--- src/sv/rgbhsv_pkg.sv ---
// Shared constants and types for the RGB to HSV pixel converter.
// No dependencies; imported by rgbhsv_div, rgb_to_hsv_top and tb_top.
package rgbhsv_pkg;

  // Pixel channel and result widths
  localparam int PixW = 8;
  localparam int HueW = 15;
  localparam int SatW = 16;

  // Divider geometry: dividend, divisor and quotient widths, bits per stage
  localparam int NumW     = 25;
  localparam int DenW     = 9;
  localparam int QuoW     = 16;
  localparam int DivBits  = 2;
  localparam int DivStages = QuoW / DivBits;

  // Hue scale in 1/64 degree units
  localparam logic [HueW-1:0] HUE_SECTOR  = 15'd3840;
  localparam logic [HueW-1:0] HUE_RED_ADD = 15'd19200;
  localparam logic [HueW-1:0] HUE_BLUE_ADD = 15'd11520;
  localparam logic [HueW-1:0] HUE_FULL    = 15'd23040;

  // Hue sector codes
  localparam logic [1:0] SEC_RED   = 2'd0;
  localparam logic [1:0] SEC_GREEN = 2'd1;
  localparam logic [1:0] SEC_BLUE  = 2'd2;

  // Per-pixel data that travels alongside the dividers
  typedef struct packed {
    logic [1:0]      sector;
    logic            grey;
    logic [PixW-1:0] mx;
    logic [PixW-1:0] alpha;
  } side_t;

endpackage

--- src/sv/rgbhsv_div.sv ---
// Pipelined restoring divider, DivBits quotient bits per register stage.
// Depends on rgbhsv_pkg. Requires dividend < divisor * 2**QuoW.
module rgbhsv_div (
  input  logic                        clk,
  input  logic [rgbhsv_pkg::NumW-1:0] dividend,
  input  logic [rgbhsv_pkg::DenW-1:0] divisor,
  output logic [rgbhsv_pkg::QuoW-1:0] quotient
);
  import rgbhsv_pkg::*;

  logic [NumW-1:0] rem_q [DivStages];
  logic [QuoW-1:0] quo_q [DivStages];
  logic [DenW-1:0] den_q [DivStages];

  for (genvar s = 0; s < DivStages; s++) begin : g_stage
    logic [NumW-1:0] rem_in;
    logic [QuoW-1:0] quo_in;
    logic [DenW-1:0] den_in;
    logic [NumW-1:0] rem_next;
    logic [QuoW-1:0] quo_next;

    if (s == 0) begin : g_first
      assign rem_in = dividend;
      assign quo_in = '0;
      assign den_in = divisor;
    end else begin : g_rest
      assign rem_in = rem_q[s-1];
      assign quo_in = quo_q[s-1];
      assign den_in = den_q[s-1];
    end

    always_comb begin
      logic [NumW-1:0] sh;
      rem_next = rem_in;
      quo_next = quo_in;
      for (int k = 0; k < DivBits; k++) begin
        // trial subtract of the divisor aligned to this quotient bit
        sh = NumW'(den_in) << (QuoW - 1 - (s * DivBits + k));
        if (rem_next >= sh) begin
          rem_next = rem_next - sh;
          quo_next = quo_next | (QuoW'(1) << (QuoW - 1 - (s * DivBits + k)));
        end
      end
    end

    always_ff @(posedge clk) begin
      rem_q[s] <= rem_next;
      quo_q[s] <= quo_next;
      den_q[s] <= den_in;
    end
  end

  assign quotient = quo_q[DivStages-1];

endmodule

--- src/sv/rgb_to_hsv_top.sv ---
// RGB to HSV pixel converter, top level.
// Depends on rgbhsv_pkg and rgbhsv_div (two instances: hue and saturation).
//
//   channel  ports                                   handshake
//   input    red, green, blue, alpha                 start (taken when busy low)
//   result   hue, saturation, brightness, opacity    done, one cycle per result
//
// One pixel is taken every cycle; busy stays low since nothing downstream stalls.
// Pipeline stages in order: min/max select, dividend build,
// eight divider stages of two quotient bits each, and the hue wrap/output stage.
// Synchronous reset clears the valid chain; payload registers are not reset.
module rgb_to_hsv_top (
  input  logic                        clk,
  input  logic                        rst,
  input  logic                        start,
  output logic                        busy,
  input  logic [rgbhsv_pkg::PixW-1:0] red,
  input  logic [rgbhsv_pkg::PixW-1:0] green,
  input  logic [rgbhsv_pkg::PixW-1:0] blue,
  input  logic [rgbhsv_pkg::PixW-1:0] alpha,
  output logic                        done,
  output logic [rgbhsv_pkg::HueW-1:0] hue,
  output logic [rgbhsv_pkg::SatW-1:0] saturation,
  output logic [rgbhsv_pkg::PixW-1:0] brightness,
  output logic [rgbhsv_pkg::PixW-1:0] opacity
);
  import rgbhsv_pkg::*;

  // ---------------- stage A: max, min, sector, signed diff
  logic [PixW-1:0] mx_c, mn_c;
  logic [1:0]      sector_c;
  logic signed [PixW:0] diff_c;

  logic            vld_a;
  logic [1:0]      sector_a;
  logic signed [PixW:0] diff_a;
  logic [PixW-1:0] chroma_a, mx_a, alpha_a;

  assign busy = 1'b0;

  always_comb begin
    mx_c = red;
    mn_c = red;
    if (green > mx_c) mx_c = green;
    if (blue > mx_c)  mx_c = blue;
    if (green < mn_c) mn_c = green;
    if (blue < mn_c)  mn_c = blue;
    // red wins ties, then green
    if (mx_c == red) begin
      sector_c = SEC_RED;
      diff_c   = $signed({1'b0, green}) - $signed({1'b0, blue});
    end else if (mx_c == green) begin
      sector_c = SEC_GREEN;
      diff_c   = $signed({1'b0, blue}) - $signed({1'b0, red});
    end else begin
      sector_c = SEC_BLUE;
      diff_c   = $signed({1'b0, red}) - $signed({1'b0, green});
    end
  end

  always_ff @(posedge clk) begin
    if (rst) begin
      vld_a <= 1'b0;
    end else begin
      vld_a <= start && !busy;
    end
    sector_a <= sector_c;
    diff_a   <= diff_c;
    chroma_a <= mx_c - mn_c;
    mx_a     <= mx_c;
    alpha_a  <= alpha;
  end

  // ---------------- stage B: dividends for both divisions
  // hue: floor((7680*(diff+chroma) + chroma) / (2*chroma)), then minus 3840 later
  // sat: floor((131070*chroma + max) / (2*max))
  logic [PixW+1:0] dc_wide;
  logic [DenW-1:0] dc;
  logic [NumW-1:0] hue_num_c, sat_num_c;

  logic            vld_b;
  logic [NumW-1:0] hue_num_b, sat_num_b;
  logic [DenW-1:0] hue_den_b, sat_den_b;
  side_t           side_b;

  assign dc_wide   = 10'($unsigned(diff_a)) + 10'(chroma_a);
  assign dc        = dc_wide[DenW-1:0];
  assign hue_num_c = (NumW'(dc) << 13) - (NumW'(dc) << 9) + NumW'(chroma_a);
  assign sat_num_c = (NumW'(chroma_a) << 17) - (NumW'(chroma_a) << 1) + NumW'(mx_a);

  always_ff @(posedge clk) begin
    if (rst) begin
      vld_b <= 1'b0;
    end else begin
      vld_b <= vld_a;
    end
    hue_num_b     <= hue_num_c;
    sat_num_b     <= sat_num_c;
    hue_den_b     <= {chroma_a, 1'b0};
    sat_den_b     <= {mx_a, 1'b0};
    side_b.sector <= sector_a;
    side_b.grey   <= (chroma_a == '0);
    side_b.mx     <= mx_a;
    side_b.alpha  <= alpha_a;
  end

  // ---------------- divider stages
  logic [QuoW-1:0] hue_quo, sat_quo;

  rgbhsv_div u_hue_div (
    .clk      (clk),
    .dividend (hue_num_b),
    .divisor  (hue_den_b),
    .quotient (hue_quo)
  );

  rgbhsv_div u_sat_div (
    .clk      (clk),
    .dividend (sat_num_b),
    .divisor  (sat_den_b),
    .quotient (sat_quo)
  );

  // hold sideband and valid in step with the dividers
  logic  vld_q  [DivStages];
  side_t side_q [DivStages];

  always_ff @(posedge clk) begin
    if (rst) begin
      for (int s = 0; s < DivStages; s++) vld_q[s] <= 1'b0;
    end else begin
      vld_q[0] <= vld_b;
      for (int s = 1; s < DivStages; s++) vld_q[s] <= vld_q[s-1];
    end
    side_q[0] <= side_b;
    for (int s = 1; s < DivStages; s++) side_q[s] <= side_q[s-1];
  end

  // ---------------- output stage: place hue in its sector and wrap
  side_t           side_e;
  logic [HueW-1:0] q_hue;
  logic [HueW-1:0] hue_next;
  logic [SatW-1:0] sat_next;

  assign side_e = side_q[DivStages-1];
  assign q_hue  = hue_quo[HueW-1:0];

  always_comb begin
    case (side_e.sector)
      SEC_RED: begin
        if (q_hue >= HUE_SECTOR) hue_next = q_hue - HUE_SECTOR;
        else                     hue_next = q_hue + HUE_RED_ADD;
      end
      SEC_GREEN: hue_next = q_hue + HUE_SECTOR;
      SEC_BLUE:  hue_next = q_hue + HUE_BLUE_ADD;
      default:   hue_next = '0;
    endcase
    sat_next = sat_quo;
    if (side_e.grey) begin
      hue_next = '0;
      sat_next = '0;
    end
  end

  always_ff @(posedge clk) begin
    if (rst) begin
      done <= 1'b0;
    end else begin
      done <= vld_q[DivStages-1];
    end
    hue        <= hue_next;
    saturation <= sat_next;
    brightness <= side_e.mx;
    opacity    <= side_e.alpha;
  end

  // ---------------- checks
  a_hue_range: assert property (@(posedge clk) disable iff (rst)
    done |-> (hue < HUE_FULL))
    else $error("hue out of range");

  a_grey: assert property (@(posedge clk) disable iff (rst)
    (done && (saturation == '0)) |-> (hue == '0))
    else $error("grey pixel with nonzero hue");

  a_black: assert property (@(posedge clk) disable iff (rst)
    (done && (brightness == '0)) |-> (saturation == '0))
    else $error("black pixel with nonzero saturation");

  a_latency: assert property (@(posedge clk) disable iff (rst)
    vld_b |-> ##(DivStages + 1) done)
    else $error("pixel lost in pipeline");

endmodule

--- config.mk ---
export PLATFORM = sky130hd
export DESIGN_NAME = rgb_to_hsv_top
export DESIGN_NICKNAME = d
export VERILOG_FILES = /design/src/sv/rgbhsv_pkg.sv /design/src/sv/rgbhsv_div.sv /design/src/sv/rgb_to_hsv_top.sv
export SDC_FILE = /design/constraint.sdc
export NUM_CORES = 2
export LEC_CHECK = 0
export CELL_PAD_IN_SITES_DETAIL_PLACEMENT = 1
export CELL_PAD_IN_SITES_GLOBAL_PLACEMENT = 1
export CORE_AREA = 2 2 390 392
export CTS_BUF_LIST = sky130_fd_sc_hd__clkbuf_4
export DETAILED_ROUTE_END_ITERATION = 6
export DIE_AREA = 0 0 392 394
export DONT_BUFFER_PORTS = 1
export GPL_ROUTABILITY_DRIVEN = 1
export PLACE_DENSITY_LB_ADDON = 0.15
export SKIP_CTS_REPAIR_TIMING = 1
export SLEW_MARGIN = 15
export SYNTH_ARGS = -nofsm -noshare
export SYNTH_HDL_FRONTEND = slang
export SYNTH_HIERARCHICAL = 1
export SYNTH_SLANG_ARGS = --single-unit
--- constraint.sdc ---
create_clock -name clk -period 18.4 [get_ports clk]
set_clock_uncertainty 0.05 [all_clocks]
set_input_delay 1.84 -clock clk [delete_from_list [all_inputs] [get_ports clk]]
set_output_delay 1.84 -clock clk [all_outputs]
set_load 0.01 [all_outputs]
==> results.txt <==
----------------------------------------------------
[Placement]
  Routability-driven placement congestion ratio ... 0.866
  Worst slack at placement ... 10730 ps
  Number of port buffers ... 0
  Detailed placer's ending HPWL ... 93.8 mm
  Cell area after placement ... 0.0469 mm^2

[Drt]
  Routed wire per std cell ... around 16 um
  Final routed DRC violation total ... 0
  Antenna viol nets, final ... 0
  Routed length on met1 ... 53.7 mm
  Count of routing violations after the opening detailed-route iteration ... 999
  Routed via count ... 34.0k
  Wire length reported by the detailed router ... approximately 120 mm
  Highest metal used ... met4
  Avg Vias per Cell ... 4.73
  Detail Route met2 WL ... 58.1 mm
  Met3 wire length ... 3.92 mm
  Initial DRT Pass Iterations ... 5

[Run]
  Max Cap Viol ... 0

[Timing]
  Final sum of negative setup slack ... 0 ps
  Setup repair after global routing missed its margin ... false
  Count of endpoints failing setup in the final report ... 0
  Min setup slack post-route ... 11720 ps
  Number of hold violations in the final report ... 0
  Achievable frequency ... 150 MHz
  Transition time at the pin with the least slew margin ... 1070 ps
  Final critical-path share of the clock period ... 36.3%
  Max-slew violation count ... 0
  Minimum clock period ... 6680 ps
  Worst slew margin ... 28.4%

[Worst setup path]
  Worst Path Max Fanout ... 22
  Slowest-stage cell, CP ... nand4_1
  Slowest cell delay on critical path ... approximately 800 ps
  Delay-heaviest family, CP ... simple AND/OR/NAND/NOR gates
  Cells along the critical path ... or4_1, nor4b_1, o211ai_1, nor2_2, o21ai_0, ha_1, nor2b_1, o21ai_0, a21boi_0, o41a_1, a311o_1, a2111oi_2, nand4_1, and3b_1, nand4b_1, xor2_1
  Logic depth of the worst setup path including buffers ... 16
  Library cell appearing most often on the critical path ... o21ai_0
  Crit path required time ... 19410 ps
  Bufs and invs on worst path ... 0
  Type of the setup path with the least slack ... reg2reg
  Crit end category ... flop
  Crit start category ... flop
  Arrival @ worst endpoint ... 7690 ps
  Logic depth of the worst register-to-register path ... 16

[Global routing]
  Overall routing resource usage ... 15.3%
  First-pass GRT wire length ... 191 mm
  Initial antenna violation count ... 8
  Maximum number of pins on one net before global-route repair ... 23
  Number of global-route vias before repair ... about 36k
  Total global routing overflow ... 0

[Clocking]
  Latest clock arrival within the worst-skew pair ... 1180 ps
  Number of CTS-inserted buffers ... 277
  Number of clock sinks ... 922
  Level count of the clock H-tree ... 5
  Clock Tree Root ... clkbuf_4
  Clock tree from TritonCTS ... yes
  Clock Pin Slew Worst Setup and Hold Paths ... ~60 ps
  Bufs on Longest Clock Path ... 4

[Finish]
  Number of nets in the layout ... 5405
  Area Growth Syn to Fin ... 12.6%
  Fillers ... around 18k
  Final Util ... 33.3%
  Design Area, Final ... between 0.05 and 0.06 mm^2
  Share of final-layout standard cells stronger than drive strength 1 ... 12.5%

[Logic synthesis]
  Gate count after technology mapping ... 4741
  Synth warn ... 6
  Mean Syn Cell Area ... 9.40 um^2
  Post-Syn Area ... 0.0446 mm^2

[Floorplan]
  Die Y ... between 300 and 400 um
  Placeable core region ... 0.151 mm^2
  I/O pin cnt ... 84
  Row count ... approximately 140
  Die outline area ... between 0.15 and 0.2 mm^2
  Effective utilization at floorplan ... 29.6%
  Chip width ... 392 um

[Outcome]
  Run status ... finished clean

[Worst hold path]
  Hold WC Path Type ... reg2reg
  Hold path cells ... 0

----------------------------------------------------
layout make-up:
type                       instances  area [um^2]  area share (%)
timing repair buffer              18          135           0.269
antenna                            7         17.5          0.0349
inverter                         363         1360            2.72
sequential                       922        18500            36.8
multi-input combinational       3394        24400            48.7
clock buffer                     377         2830            5.64
clock inverter                    67          393           0.783
tap                             2030         2540            5.06
registers in the layout, indices dropped and copies added (netlist names), 7 cells and up:
name             count
mx_a                 8
hue_num_b           15
u_sat_div/rem_q    175
u_sat_div/den_q     63
vld_q                8
sat_num_b           24
diff_a               9
u_hue_div/quo_q     64
side_b              19
opacity              8
hue                 15
side_q             152
u_hue_div/rem_q    175
u_hue_div/den_q     63
chroma_a             8
hue_den_b            7
alpha_a              8
saturation          16
u_sat_div/quo_q     72
brightness           8
worst paths after layout:
path / start / endpoint / slack (ps)
setup / recovery: u_hue_div/rem_q[3][18]$_DFF_P_ / u_hue_div/rem_q[4][24]$_DFF_P_ / 11720
hold / removal: side_q[0][16]$_DFF_P_ / side_q[0][35]$_DFF_P_ / 230
setup reg to reg: u_hue_div/rem_q[3][18]$_DFF_P_ / u_hue_div/rem_q[4][24]$_DFF_P_ / 11720
hold reg to reg: side_q[0][16]$_DFF_P_ / side_q[0][35]$_DFF_P_ / 230
routing by layer:
layer | global-route usage, % | vias up
li1 | - | 17378
met4 | 5.15 | 0
met2 | 26.8 | 445
met5 | 0 | -
met3 | 3.17 | 199
met1 | 18.4 | 15936
metrics by stage:
step	hold WS, ps	instances
after floorplan	260	4749
after global routing	227	7177
after detailed placement	263	6727
final	232	7178
after global placement	260	6727
after CTS	221	7171
worst reg2reg max path, cell delays in order, from the launching register on:
cell	delay, ps
dfxtp_1	410
or4_1	640
nor4b_1	580
o211ai_1	240
nor2_2	590
o21ai_0	320
ha_1	370
nor2b_1	130
o21ai_0	200
a21boi_0	180
o41a_1	460
a311o_1	420
a2111oi_2	400
nand4_1	800
and3b_1	560
nand4b_1	140
xor2_1	140
placed cells by master, fill, tap and decap left out, types with 12 or more instances in the layout:
cell type,count
a211oi_1,36
a21boi_0,20
a21o_1,114
a21oi_1,297
a31oi_1,34
and2_1,32
and3_1,34
buf_4,18
clkbuf_4,377
clkinv_1,40
clkinv_2,17
dfxtp_1,921
fa_1,35
ha_1,359
inv_1,355
mux2_2,93
mux2i_1,48
nand2_1,304
nand2b_1,79
nand3_1,93
nand3b_1,13
nand4_1,64
nand4b_1,13
nor2_1,334
nor2b_1,87
nor3_1,98
nor3b_1,19
nor4_1,65
o211ai_1,22
o21a_1,43
o21ai_0,250
o21bai_1,36
o31a_1,12
o31ai_1,28
or2_2,32
or3_1,36
or4_1,42
xnor2_1,237
xor2_1,126
Power is left out: the tool's default activity adds up to more than one toggle a clock period on the data nets, which glitch-free logic cannot reach.
